===== src/rtl/core/bnr_pkg.sv =====
package bnr_pkg;

    // Field widths of the transactions and registers.
    localparam int VALUE_W    = 32;
    localparam int FRAC_BITS  = 16;
    localparam int EXP_W      = 4;
    localparam int TGT_W      = 16;
    localparam int ITER_W     = 6;

    // Powers are held saturated to this signed width.
    localparam int POW_W      = 48;

    // The multiplier consumes the magnitude of x one digit per cycle, top digit first.
    localparam int DIGIT_W    = 16;
    localparam int NUM_DIGITS = (VALUE_W + DIGIT_W - 1) / DIGIT_W;
    localparam int DIG_TOT    = NUM_DIGITS * DIGIT_W;
    localparam int DCNT_W     = (NUM_DIGITS > 1) ? $clog2(NUM_DIGITS) : 1;
    localparam int PROD_W     = POW_W + DIG_TOT;
    localparam int QUO_W      = PROD_W - FRAC_BITS;
    localparam int NMAG_W     = QUO_W + 1;
    localparam int CMP_W      = POW_W + 1;

    localparam logic [POW_W-1:0] POS_LIM = {1'b0, {(POW_W-1){1'b1}}};
    localparam logic [POW_W-1:0] NEG_LIM = {1'b1, {(POW_W-1){1'b0}}};
    localparam logic [POW_W-1:0] FX_ONE  = POW_W'(1) << FRAC_BITS;

    // Configuration port.
    localparam int CFG_IDX_W  = 2;
    localparam int CFG_DATA_W = 16;
    localparam logic [CFG_IDX_W-1:0] CFG_EXPONENT   = 2'd0;
    localparam logic [CFG_IDX_W-1:0] CFG_TARGET     = 2'd1;
    localparam logic [CFG_IDX_W-1:0] CFG_ITERATIONS = 2'd2;

    localparam logic [EXP_W-1:0]  EXPONENT_RST   = 4'd2;
    localparam logic [TGT_W-1:0]  TARGET_RST     = 16'd2;
    localparam logic [ITER_W-1:0] ITERATIONS_RST = 6'd20;

    typedef struct packed {
        logic signed [VALUE_W-1:0] lower_end;
        logic signed [VALUE_W-1:0] upper_end;
    } bnr_req_t;

    typedef struct packed {
        logic signed [VALUE_W-1:0] root;
        logic                      no_root;
    } bnr_rsp_t;

    // Outcome of one evaluation of f: done pulses for one cycle, with the sign of f.
    typedef struct packed {
        logic done;
        logic neg;
        logic pos;
    } bnr_eval_t;

endpackage


===== src/rtl/core/bnr_mul.sv =====
module bnr_mul
    import bnr_pkg::*;
(
    input  logic             clk,
    input  logic             rst_n,
    input  logic             start,
    input  logic [POW_W-1:0] mul_a,
    input  logic [VALUE_W-1:0] mul_b,
    output logic             done,
    output logic [POW_W-1:0] product
);

    localparam logic [1:0] ST_IDLE = 2'd0;
    localparam logic [1:0] ST_RUN  = 2'd1;
    localparam logic [1:0] ST_FIN  = 2'd2;

    logic [1:0]              state_reg, state_next;
    logic [DCNT_W-1:0]       cnt_reg, cnt_next;
    logic                    done_reg, done_next;
    logic [POW_W-1:0]        am_reg, am_next;
    logic [DIG_TOT-1:0]      qd_reg, qd_next;
    logic                    neg_reg, neg_next;
    logic [PROD_W-1:0]       acc_reg, acc_next;
    logic [POW_W-1:0]        product_reg, product_next;

    logic [POW_W-1:0]         a_mag;
    logic [VALUE_W-1:0]       b_mag;
    logic [DIGIT_W-1:0]       digit;
    logic [POW_W+DIGIT_W-1:0] partial;
    logic [QUO_W-1:0]         quo;
    logic                     rem;
    logic [NMAG_W-1:0]        neg_mag;
    logic [POW_W-1:0]         mag_sat;
    logic [POW_W-1:0]         sat;

    assign a_mag   = mul_a[POW_W-1] ? (~mul_a) + POW_W'(1) : mul_a;
    assign b_mag   = mul_b[VALUE_W-1] ? (~mul_b) + VALUE_W'(1) : mul_b;
    assign digit   = qd_reg[DIG_TOT-1 -: DIGIT_W];
    assign partial = am_reg * digit;

    // Floor rounding: a negative product rounds its magnitude up.
    assign quo     = acc_reg[PROD_W-1:FRAC_BITS];
    assign rem     = |acc_reg[FRAC_BITS-1:0];
    assign neg_mag = {1'b0, quo} + NMAG_W'(rem);

    always_comb
    begin
        mag_sat = NEG_LIM;
        if (!neg_reg)
        begin
            sat = (quo > QUO_W'(POS_LIM)) ? POS_LIM : quo[POW_W-1:0];
        end
        else
        begin
            if (neg_mag <= NMAG_W'(NEG_LIM))
            begin
                mag_sat = neg_mag[POW_W-1:0];
            end
            sat = (~mag_sat) + POW_W'(1);
        end
    end

    always_comb
    begin
        state_next   = state_reg;
        cnt_next     = cnt_reg;
        done_next    = 1'b0;
        am_next      = am_reg;
        qd_next      = qd_reg;
        neg_next     = neg_reg;
        acc_next     = acc_reg;
        product_next = product_reg;
        case (state_reg)
            ST_IDLE:
            begin
                if (start)
                begin
                    am_next    = a_mag;
                    qd_next    = DIG_TOT'(b_mag);
                    neg_next   = mul_a[POW_W-1] ^ mul_b[VALUE_W-1];
                    acc_next   = '0;
                    cnt_next   = DCNT_W'(NUM_DIGITS - 1);
                    state_next = ST_RUN;
                end
            end
            ST_RUN:
            begin
                acc_next = (acc_reg << DIGIT_W) + PROD_W'(partial);
                qd_next  = qd_reg << DIGIT_W;
                if (cnt_reg == '0)
                begin
                    state_next = ST_FIN;
                end
                else
                begin
                    cnt_next = cnt_reg - DCNT_W'(1);
                end
            end
            ST_FIN:
            begin
                product_next = sat;
                done_next    = 1'b1;
                state_next   = ST_IDLE;
            end
            default:
            begin
                state_next = ST_IDLE;
            end
        endcase
    end

    always_ff @(posedge clk or negedge rst_n)
    begin
        if (!rst_n)
        begin
            state_reg <= ST_IDLE;
            cnt_reg   <= '0;
            done_reg  <= 1'b0;
        end
        else
        begin
            state_reg <= state_next;
            cnt_reg   <= cnt_next;
            done_reg  <= done_next;
        end
    end

    always_ff @(posedge clk)
    begin
        am_reg      <= am_next;
        qd_reg      <= qd_next;
        neg_reg     <= neg_next;
        acc_reg     <= acc_next;
        product_reg <= product_next;
    end

    assign done    = done_reg;
    assign product = product_reg;

endmodule


===== src/rtl/core/bnr_pow.sv =====
module bnr_pow
    import bnr_pkg::*;
(
    input  logic               clk,
    input  logic               rst_n,
    input  logic               start,
    input  logic [VALUE_W-1:0] x,
    input  logic [EXP_W-1:0]   exponent,
    input  logic [TGT_W-1:0]   target,
    output bnr_eval_t          eval
);

    localparam logic [1:0] P_IDLE = 2'd0;
    localparam logic [1:0] P_LOOP = 2'd1;
    localparam logic [1:0] P_WAIT = 2'd2;
    localparam logic [1:0] P_CMP  = 2'd3;

    logic [1:0]         state_reg, state_next;
    logic [EXP_W-1:0]   cnt_reg, cnt_next;
    bnr_eval_t          eval_reg, eval_next;
    logic [POW_W-1:0]   acc_reg, acc_next;
    logic [VALUE_W-1:0] x_reg, x_next;

    logic               mul_start;
    logic               mul_done;
    logic [POW_W-1:0]   mul_product;
    logic signed [CMP_W-1:0] acc_fx;
    logic signed [CMP_W-1:0] tgt_fx;

    assign mul_start = (state_reg == P_LOOP) && (cnt_reg != '0);

    bnr_mul u_mul (
        .clk     (clk),
        .rst_n   (rst_n),
        .start   (mul_start),
        .mul_a   (acc_reg),
        .mul_b   (x_reg),
        .done    (mul_done),
        .product (mul_product)
    );

    // Only the sign of x^n - t is needed, so compare instead of subtracting.
    assign acc_fx = CMP_W'($signed(acc_reg));
    assign tgt_fx = CMP_W'($signed(target)) << FRAC_BITS;

    always_comb
    begin
        state_next     = state_reg;
        cnt_next       = cnt_reg;
        eval_next      = eval_reg;
        eval_next.done = 1'b0;
        acc_next       = acc_reg;
        x_next         = x_reg;
        case (state_reg)
            P_IDLE:
            begin
                if (start)
                begin
                    acc_next   = FX_ONE;
                    cnt_next   = exponent;
                    x_next     = x;
                    state_next = P_LOOP;
                end
            end
            P_LOOP:
            begin
                state_next = (cnt_reg == '0) ? P_CMP : P_WAIT;
            end
            P_WAIT:
            begin
                if (mul_done)
                begin
                    acc_next   = mul_product;
                    cnt_next   = cnt_reg - EXP_W'(1);
                    state_next = P_LOOP;
                end
            end
            P_CMP:
            begin
                eval_next.done = 1'b1;
                eval_next.neg  = acc_fx < tgt_fx;
                eval_next.pos  = acc_fx > tgt_fx;
                state_next     = P_IDLE;
            end
            default:
            begin
                state_next = P_IDLE;
            end
        endcase
    end

    always_ff @(posedge clk or negedge rst_n)
    begin
        if (!rst_n)
        begin
            state_reg <= P_IDLE;
            cnt_reg   <= '0;
            eval_reg  <= '0;
        end
        else
        begin
            state_reg <= state_next;
            cnt_reg   <= cnt_next;
            eval_reg  <= eval_next;
        end
    end

    always_ff @(posedge clk)
    begin
        acc_reg <= acc_next;
        x_reg   <= x_next;
    end

    assign eval = eval_reg;

endmodule


===== src/rtl/core/bisection_nth_root_top.sv =====
// Bisection root finder for f(x) = x^n - t over a signed Q16.16 interval [a, b].
// A request transaction carries the two endpoints; the response carries the last
// midpoint (0 if N is 0) and a no_root flag, set when f(a) and f(b) are not of
// strictly opposite sign (root is then 0). The exponent n, the integer target t and
// the halving count N are set through the cfg port; the user must set them only
// while the block is idle, which the block itself does not enforce. N is limited
// to MAX_ITERATIONS. Each evaluation of f runs n fixed-point products through one
// shared multiplier that takes a 48-bit factor times one 16-bit digit of x per
// cycle, two digits per product. A request with a sign change evaluates f at a,
// at b and at N midpoints; one without a sign change evaluates f only at a and b.
// req_ready is high only while no request is in progress; a finished response
// sits in its own register, so the next request may start before it is taken.
module bisection_nth_root_top
    import bnr_pkg::*;
#(
    parameter int MAX_ITERATIONS = 63
)
(
    input  logic                  clk,
    input  logic                  rst_n,
    input  logic                  req_valid,
    output logic                  req_ready,
    input  bnr_req_t              req,
    output logic                  rsp_valid,
    input  logic                  rsp_ready,
    output bnr_rsp_t              rsp,
    input  logic                  cfg_valid,
    output logic                  cfg_ready,
    input  logic [CFG_IDX_W-1:0]  cfg_index,
    input  logic [CFG_DATA_W-1:0] cfg_data
);

    localparam int ICNT_W = $clog2(MAX_ITERATIONS + 1);

    localparam logic [2:0] S_IDLE  = 3'd0;
    localparam logic [2:0] S_EVA   = 3'd1;
    localparam logic [2:0] S_EVB   = 3'd2;
    localparam logic [2:0] S_ITER  = 3'd3;
    localparam logic [2:0] S_IWAIT = 3'd4;
    localparam logic [2:0] S_OUT   = 3'd5;

    logic [EXP_W-1:0]  exponent_reg;
    logic [TGT_W-1:0]  target_reg;
    logic [ITER_W-1:0] iterations_reg;

    logic [2:0]          state_reg, state_next;
    logic [ICNT_W-1:0]   iter_cnt_reg, iter_cnt_next;
    logic                rsp_valid_reg, rsp_valid_next;
    logic                sa_neg_reg, sa_neg_next;
    logic                sa_pos_reg, sa_pos_next;
    logic signed [VALUE_W-1:0] neg_reg, neg_next;
    logic signed [VALUE_W-1:0] pos_reg, pos_next;
    logic signed [VALUE_W-1:0] x_reg, x_next;
    bnr_rsp_t            result_reg, result_next;
    bnr_rsp_t            rsp_reg, rsp_next;

    logic                pow_start;
    logic [VALUE_W-1:0]  pow_x;
    bnr_eval_t           eval;
    logic [VALUE_W:0]    sum;
    logic [VALUE_W-1:0]  mid;
    logic [ICNT_W-1:0]   n_clamped;
    logic                opposite;
    logic                rsp_load;

    bnr_pow u_pow (
        .clk      (clk),
        .rst_n    (rst_n),
        .start    (pow_start),
        .x        (pow_x),
        .exponent (exponent_reg),
        .target   (target_reg),
        .eval     (eval)
    );

    // Configuration registers; writes to an index past the list are dropped.
    assign cfg_ready = 1'b1;

    always_ff @(posedge clk or negedge rst_n)
    begin
        if (!rst_n)
        begin
            exponent_reg   <= EXPONENT_RST;
            target_reg     <= TARGET_RST;
            iterations_reg <= ITERATIONS_RST;
        end
        else if (cfg_valid)
        begin
            case (cfg_index)
                CFG_EXPONENT:   exponent_reg   <= cfg_data[EXP_W-1:0];
                CFG_TARGET:     target_reg     <= cfg_data[TGT_W-1:0];
                CFG_ITERATIONS: iterations_reg <= cfg_data[ITER_W-1:0];
                default:        ;
            endcase
        end
    end

    // Floor of (pos + neg) / 2 always fits the value width.
    assign sum = {pos_reg[VALUE_W-1], pos_reg} + {neg_reg[VALUE_W-1], neg_reg};
    assign mid = sum[VALUE_W:1];

    assign n_clamped = (int'(iterations_reg) > MAX_ITERATIONS) ?
                       ICNT_W'(MAX_ITERATIONS) : ICNT_W'(iterations_reg);

    assign opposite = (sa_neg_reg & eval.pos) | (sa_pos_reg & eval.neg);
    assign rsp_load = (state_reg == S_OUT) && (!rsp_valid_reg || rsp_ready);
    assign req_ready = (state_reg == S_IDLE);

    always_comb
    begin
        pow_start = 1'b0;
        pow_x     = mid;
        case (state_reg)
            S_IDLE:
            begin
                pow_start = req_valid;
                pow_x     = req.lower_end;
            end
            S_EVA:
            begin
                pow_start = eval.done;
                pow_x     = pos_reg;
            end
            S_ITER:
            begin
                pow_start = (iter_cnt_reg != '0);
            end
            default:
            begin
                pow_start = 1'b0;
            end
        endcase
    end

    always_comb
    begin
        state_next     = state_reg;
        iter_cnt_next  = iter_cnt_reg;
        sa_neg_next    = sa_neg_reg;
        sa_pos_next    = sa_pos_reg;
        neg_next       = neg_reg;
        pos_next       = pos_reg;
        x_next         = x_reg;
        result_next    = result_reg;
        case (state_reg)
            S_IDLE:
            begin
                if (req_valid)
                begin
                    // Hold a and b here until their signs decide which side each is.
                    neg_next   = req.lower_end;
                    pos_next   = req.upper_end;
                    state_next = S_EVA;
                end
            end
            S_EVA:
            begin
                if (eval.done)
                begin
                    sa_neg_next = eval.neg;
                    sa_pos_next = eval.pos;
                    state_next  = S_EVB;
                end
            end
            S_EVB:
            begin
                if (eval.done)
                begin
                    if (!opposite)
                    begin
                        result_next.root    = '0;
                        result_next.no_root = 1'b1;
                        state_next          = S_OUT;
                    end
                    else
                    begin
                        if (sa_pos_reg)
                        begin
                            neg_next = pos_reg;
                            pos_next = neg_reg;
                        end
                        iter_cnt_next = n_clamped;
                        x_next        = '0;
                        state_next    = S_ITER;
                    end
                end
            end
            S_ITER:
            begin
                if (iter_cnt_reg == '0)
                begin
                    result_next.root    = x_reg;
                    result_next.no_root = 1'b0;
                    state_next          = S_OUT;
                end
                else
                begin
                    x_next        = mid;
                    iter_cnt_next = iter_cnt_reg - ICNT_W'(1);
                    state_next    = S_IWAIT;
                end
            end
            S_IWAIT:
            begin
                if (eval.done)
                begin
                    // An exact zero of f leaves both points in place.
                    if (eval.neg)
                    begin
                        neg_next = x_reg;
                    end
                    else if (eval.pos)
                    begin
                        pos_next = x_reg;
                    end
                    state_next = S_ITER;
                end
            end
            S_OUT:
            begin
                if (rsp_load)
                begin
                    state_next = S_IDLE;
                end
            end
            default:
            begin
                state_next = S_IDLE;
            end
        endcase
    end

    always_comb
    begin
        rsp_next       = rsp_reg;
        rsp_valid_next = rsp_valid_reg;
        if (rsp_load)
        begin
            rsp_next       = result_reg;
            rsp_valid_next = 1'b1;
        end
        else if (rsp_ready)
        begin
            rsp_valid_next = 1'b0;
        end
    end

    always_ff @(posedge clk or negedge rst_n)
    begin
        if (!rst_n)
        begin
            state_reg     <= S_IDLE;
            iter_cnt_reg  <= '0;
            rsp_valid_reg <= 1'b0;
        end
        else
        begin
            state_reg     <= state_next;
            iter_cnt_reg  <= iter_cnt_next;
            rsp_valid_reg <= rsp_valid_next;
        end
    end

    always_ff @(posedge clk)
    begin
        sa_neg_reg <= sa_neg_next;
        sa_pos_reg <= sa_pos_next;
        neg_reg    <= neg_next;
        pos_reg    <= pos_next;
        x_reg      <= x_next;
        result_reg <= result_next;
        rsp_reg    <= rsp_next;
    end

    assign rsp_valid = rsp_valid_reg;
    assign rsp       = rsp_reg;

endmodule


===== config.mk =====
export PLATFORM = sky130hd
export DESIGN_NAME = bisection_nth_root_top
export DESIGN_NICKNAME = d
export VERILOG_FILES = /design/src/rtl/core/bnr_pkg.sv /design/src/rtl/core/bnr_mul.sv /design/src/rtl/core/bnr_pow.sv /design/src/rtl/core/bisection_nth_root_top.sv
export SDC_FILE = /design/constraint.sdc
export NUM_CORES = 2
export LEC_CHECK = 0
export BUFFER_PORTS_ARGS = -buffer_cell sky130_fd_sc_hd__buf_4
export CORE_MARGIN = 4
export CORE_UTILIZATION = 55
export DETAILED_ROUTE_END_ITERATION = 7
export GPL_TIMING_DRIVEN = 0
export PLACE_DENSITY = 0.82
export SYNTH_ARGS = -nofsm -noshare
export SYNTH_HDL_FRONTEND = slang
export SYNTH_SLANG_ARGS = --single-unit

===== constraint.sdc =====
create_clock -name clk -period 12.6 [get_ports clk]
set_input_delay 0.63 -clock clk [delete_from_list [all_inputs] [get_ports clk]]
set_output_delay 0.63 -clock clk [all_outputs]
set_load 0.05 [all_outputs]

# Yosys cells after proc, flatten, opt, wreduce, memory -nomap -nowiden
# Index checks and enable logic that the tools add are counted.
# totals
output_inout_bits	36
in_bits	87
regBits	502
wordCells	181
# classes
n_eq_ne	29
n_bitwise	7
mux	67
order_cmp	4
reduce_logical	33
n_addsub	9
n_mul	1
# ops
cell	count
32-bit 2-to-1 mux	18
48-bit 2-to-1 mux	6
32-bit one-hot mux with 2 select lines	3
32-bit one-hot mux with 3 select lines	2
80-bit one-hot mux with 2 select lines	1
33-bit 2-to-1 mux	3
48-bit by 1-bit adder with 48-bit output, second input constant	2
48-bit inverter	2
48-bit one-hot mux with 2 select lines	1
80-bit by 64-bit adder with 80-bit output	1
80-bit 2-to-1 mux	1
33-bit one-hot mux with 2 select lines	1
64-bit by 1-bit adder with 65-bit output	1
65-bit by 48-bit <= comparator with 1-bit output, second input constant	1
64-bit by 47-bit greater-than comparator with 1-bit output, second input constant	1
48-bit by 16-bit multiplier with 64-bit output	1
48-bit by 32-bit greater-than comparator with 1-bit output	1
48-bit by 32-bit < comparator with 1-bit output	1
47-bit 2-to-1 mux	1
32-bit by 32-bit adder with 33-bit output	1
32-bit by 1-bit adder with 32-bit output, second input constant	1
32-bit inverter	1
2-bit != test, second input constant	11
3-bit 2-to-1 mux	7
other kinds (41)	81

# Logic depth before layout (Yosys ltp)
# depth
ltp_word	8
depth_mapped	27

# Cells and area by module
# From an unflattened synthesis, not the netlist that was laid out.
# unflattened
cells_unflattened	5593
hier_area_um2	53567.6
# modules_own_cells
mod	n_inst	area_each_um2	seq_area_each_um2	cells_each
bnr_mul	1	39026.2	6376.1	4411
bisection_nth_root_top	1	10533.9	5830.6	893
bnr_pow	1	4007.6	2627.5	289

# Worst setup path before layout
# No wires, ideal clock.
# synth_path
path_kind	reg2reg
startpoint	register u_pow.cnt_reg[0]
endpoint	register u_pow.u_mul.acc_reg[0], enable pin
path_buffers	0
setup_time_ns	0.423
arrival_time_ns	7.519
stages_incl_launch_ff	6
path_slack_ns	4.657
synth_period_minus_slack_ns	7.943
cell_sequence	dfrtp_1 > inv_1 > ha_1 > nor3b_1 > nor4_1 > or2_2
# synth_via
elab_chain_cells	4
# synth_lines
item	line_no	rtl
from (decl)	bnr_pow.sv:19	logic [EXP_W-1:0] cnt_reg, cnt_next;
from (signal assigned)	bnr_pow.sv:103	cnt_reg <= cnt_next;
4-bit nonzero test	bnr_pow.sv:30	assign mul_start = (state_reg == P_LOOP) && (cnt_reg != '0);
1-bit logical AND	bnr_pow.sv:30	
2-bit by 1-bit != test with 1-bit output (no line)	--	
2-bit AND reduction (no line)	--	
to (signal assigned)	bnr_mul.sv:133	acc_reg <= acc_next;
to (decl)	bnr_mul.sv:23	logic [PROD_W-1:0] acc_reg, acc_next;
# No other way between the ends.
# A chain may end at the register's enable or synchronous reset.

# Worst setup path in the final report
# layout_path
startpoint	register u_pow.u_mul.qd_reg[29]
endpoint	register u_pow.u_mul.acc_reg[55], data pin
# layout_via
elab_chain_cells	3
# layout_lines
item	line_no	rtl
from (decl)	bnr_mul.sv:21	logic [DIG_TOT-1:0] qd_reg, qd_next;
from (signal assigned)	bnr_mul.sv:131	qd_reg <= qd_next;
48-bit by 16-bit multiplier with 64-bit output	bnr_mul.sv:39	assign partial = am_reg * digit;
80-bit by 64-bit adder with 80-bit output	bnr_mul.sv:88	acc_next = (acc_reg << DIGIT_W) + PROD_W'(partial);
80-bit one-hot mux with 2 select lines	bnr_mul.sv:73	case (state_reg)
# No other way between the ends.

==> results_dict.tcl <==
set metrics [dict create \
    clock.fmax_mhz 94.6 \
    hold_viol 0 \
    cts_buffers 52 \
    layout-drive-gt1-share_pct 6.00 \
    cap_viol_max_count 0 \
    cp-start-kind "flip-flop" \
    track_usage_pct 34.5 \
    cp.arrival_ps 10940 \
    endpoint_kind "flip-flop" \
    clockPowerShare_pct 45.4 \
    die_h_um 319 \
    num_rows 113 \
    ant_nets 0 \
    worstSetupPathType "flip-flop to flip-flop" \
    via_count 43500 \
    seqCellArea_um2 14800 \
    worst_pin_slew_ps 1390 \
    drc_errors 0 \
    async_flop_share_pct 9.76 \
    synth_edf_count 453 \
    final.setup.tns_ps 0 \
    ys_top_cells_by_count "inv_1 (910), fa_1 (691), nand2_1 (676)" \
    antenna_found_initial 19 \
    multi_input_area_um2 33800 \
    area_growth_pct 8.82 \
    holdCritPathClass "input pin to async pin" \
    dp_hpwl_um 139000 \
    slew_headroom_pct 7.29 \
    grt_max_degree 69 \
    skew_ps 52.6 \
    dieArea_um2 102000 \
    power.switching_mw 0.789 \
    p_leak_nw 24.9 \
    synth_top_cell_area_share_pct 26.1 \
    first_iter_violations 5384 \
    fillCellCount 7888 \
    synth_flop_cell "edfxtp_1" \
    routed_via_density 6.21 \
    routed_wl_um 176000 \
    synth_xor_area_share_pct 3.86 \
    start_util_pct 55.7 \
    firstDrtPassIters 8 \
    post-route-util_pct 60.6 \
    core-area_um2 95300 \
    cts_sinks 502 \
    outcome "finished clean" \
    clockBufferDepth 3 \
    finalWeightedCongestion 1.06 \
    ios 123 \
    synth_area_leaders "fa_1 (26%), edfxtp_1 (26%), inv_1 (6.4%)" \
    synth_top_family_by_area "adder cells" \
    clk_latency_ps 650 \
    synth-simple-area-share_pct 17.5 \
    cts_root_buf "clkbuf_16" \
    syn_nets 6493 \
    largest_register_ffs 80 \
    sw_frac_of_total_pct 22.0 \
    placed_cells 6899 \
    avgSynthCellArea_um2 9.66 \
    required_ps 12970 \
    fin_nets 6689 \
    clkTransAtPathRegs_ps 70 \
    synthAdderAreaFrac_pct 31.3 \
    grt_pass1_wl_um 267000 \
    synthMuxAreaShare_pct 1.04 \
    synth_warnings 0 \
    ir_drop_uv 111 \
    rsz0062_at_grt "no" \
    cts_hold_buf 0 \
    finalSetupViolations 0 \
    synth-seq-cells 502 \
    finalCritPeriodShare_pct 83.9 \
    p_comb_share_pct 3.5 \
    wire_per_inst_um 25.1 \
    grt_overflow 0 \
    io_buffers 121 \
    netlist_instances 5493 \
    post_cts_buffers 0 \
    synth_area_um2 53100 \
    p_seq_share_pct 51.1 \
    yosysTopAreaCell "fa_1" \
    maxSlewViolCount 0 \
    finalCriticalPeriod_ps 10580 \
    stdcell_count 7009 \
    power.density_nw_per_um2 62.1 \
    cts_tree "built" \
    crit_fanout 10 \
    grt_pass1_vias 44000 \
    internal-power_mw 2.80 \
    ys_seq_area_share_pct 28.0 \
    cts_resized 0 \
    htreeDepth 2 \
    synth.most_common_cell "inv_1" \
    die_w_um 319 \
    synth_compound_area_share_pct 9.84 \
    yosysUniqueCellTypes 98 \
]
[metrics by stage]
step / worst slack [ps] / hold WS, ps / area [um^2] / power [mW]
final: 2020 / 23.8 / 57800 / 3.59
after detailed placement: 2410 / 405 / 55900 / 1.99
after CTS: 2370 / 30.9 / 57700 / 3.60
after floorplan: 4660 / 334 / 53100 / 1.94
after global placement: 525 / 401 / 55600 / 1.99
after global routing: 1820 / 59.7 / 57700 / 3.69
[metal layers]
layer	GRT usage (%)	share of wire (%)	vias to the layer above
li1	-	-	18400
met3	9.34	12	796
met2	52.4	43	3050
met5	0	0.040	-
met4	21.5	8.3	10
met1	44.1	36	21300
[critical path, stage by stage, from the launching register on]
cell and delay [ps]:
edfxtp_1 450, clkbuf_1 900, clkbuf_1 940, and2_1 270, fa_1 450, fa_1 540, fa_1 550, fa_1 550
fa_1 570, inv_1 60, fa_1 540, inv_1 40, ha_1 260, clkbuf_1 300, nand4_1 220, nor3_1 170
nor4b_1 580, o21ai_0 270, a2111oi_0 1090, nor3_1 230, o31ai_1 650, a21boi_0 270, xor2_1 280, nor2_1 100
[power groups by stage]
stage	clock network [mW]	logic (mW)	registers, mW
after CTS	1.64	0.126	1.83
final	1.63	0.126	1.83
after global placement	0	0.119	1.87
after floorplan	0	0.0728	1.86
after detailed placement	0	0.124	1.87
after global routing	1.72	0.139	1.83
[final cells by class]
cell class                      count  share of cell area, %
Timing Repair Buffer              142                   2.11
Buffer                            284                   1.92
Clock inverter                     37                  0.747
Antenna cell                       12                 0.0520
Inverter                          912                   5.93
Tap cell                         1265                   2.74
Sequential cell                   502                   25.7
Clock buffer                       60                   2.36
Multi-Input combinational cell   3795                   58.5
[cells in the final DEF, fill, tap and decap left out, drive strengths merged, types with 74 or more instances in the layout]
cell type  instances
buf              171
inv              916
and2             424
clkbuf           315
xor2              92
nand3             81
xnor2            141
nor2             243
ha               222
o21ai            168
a21o              74
a21oi            157
fa               691
edfxtp           453
nand2            676
[cells by family (layout without fill, tap and decap cells)]
family | after synthesis | after routing
AO/OA/AOI/OAI | 759 | 759
XOR/XNOR | 233 | 233
adder cells (fa/ha/maj) | 913 | 913
buffers and inverters | 1196 | 1435
flip-flops | 502 | 502
multiplexers | 51 | 51
other | 1 | 13
AND/OR/NAND/NOR | 1838 | 1838
[worst paths after layout]
path                                         from                       to  slack (ps)  cells past startpoint
setup / recovery           u_pow.u_mul.qd_reg[29]  u_pow.u_mul.acc_reg[55]        2020                     23
hold / removal                              rst_n           target_reg[10]          20                      1
setup reg to reg           u_pow.u_mul.qd_reg[29]  u_pow.u_mul.acc_reg[55]        2020                     23
hold reg to reg                     result_reg[3]                   rsp[3]         420                      0
max in group asynchronous                   rst_n            u_pow.eval[0]       12140                      1
min in group clk                     cfg_data[10]           target_reg[10]         260                      2
Power figures use the tool's default switching activity.
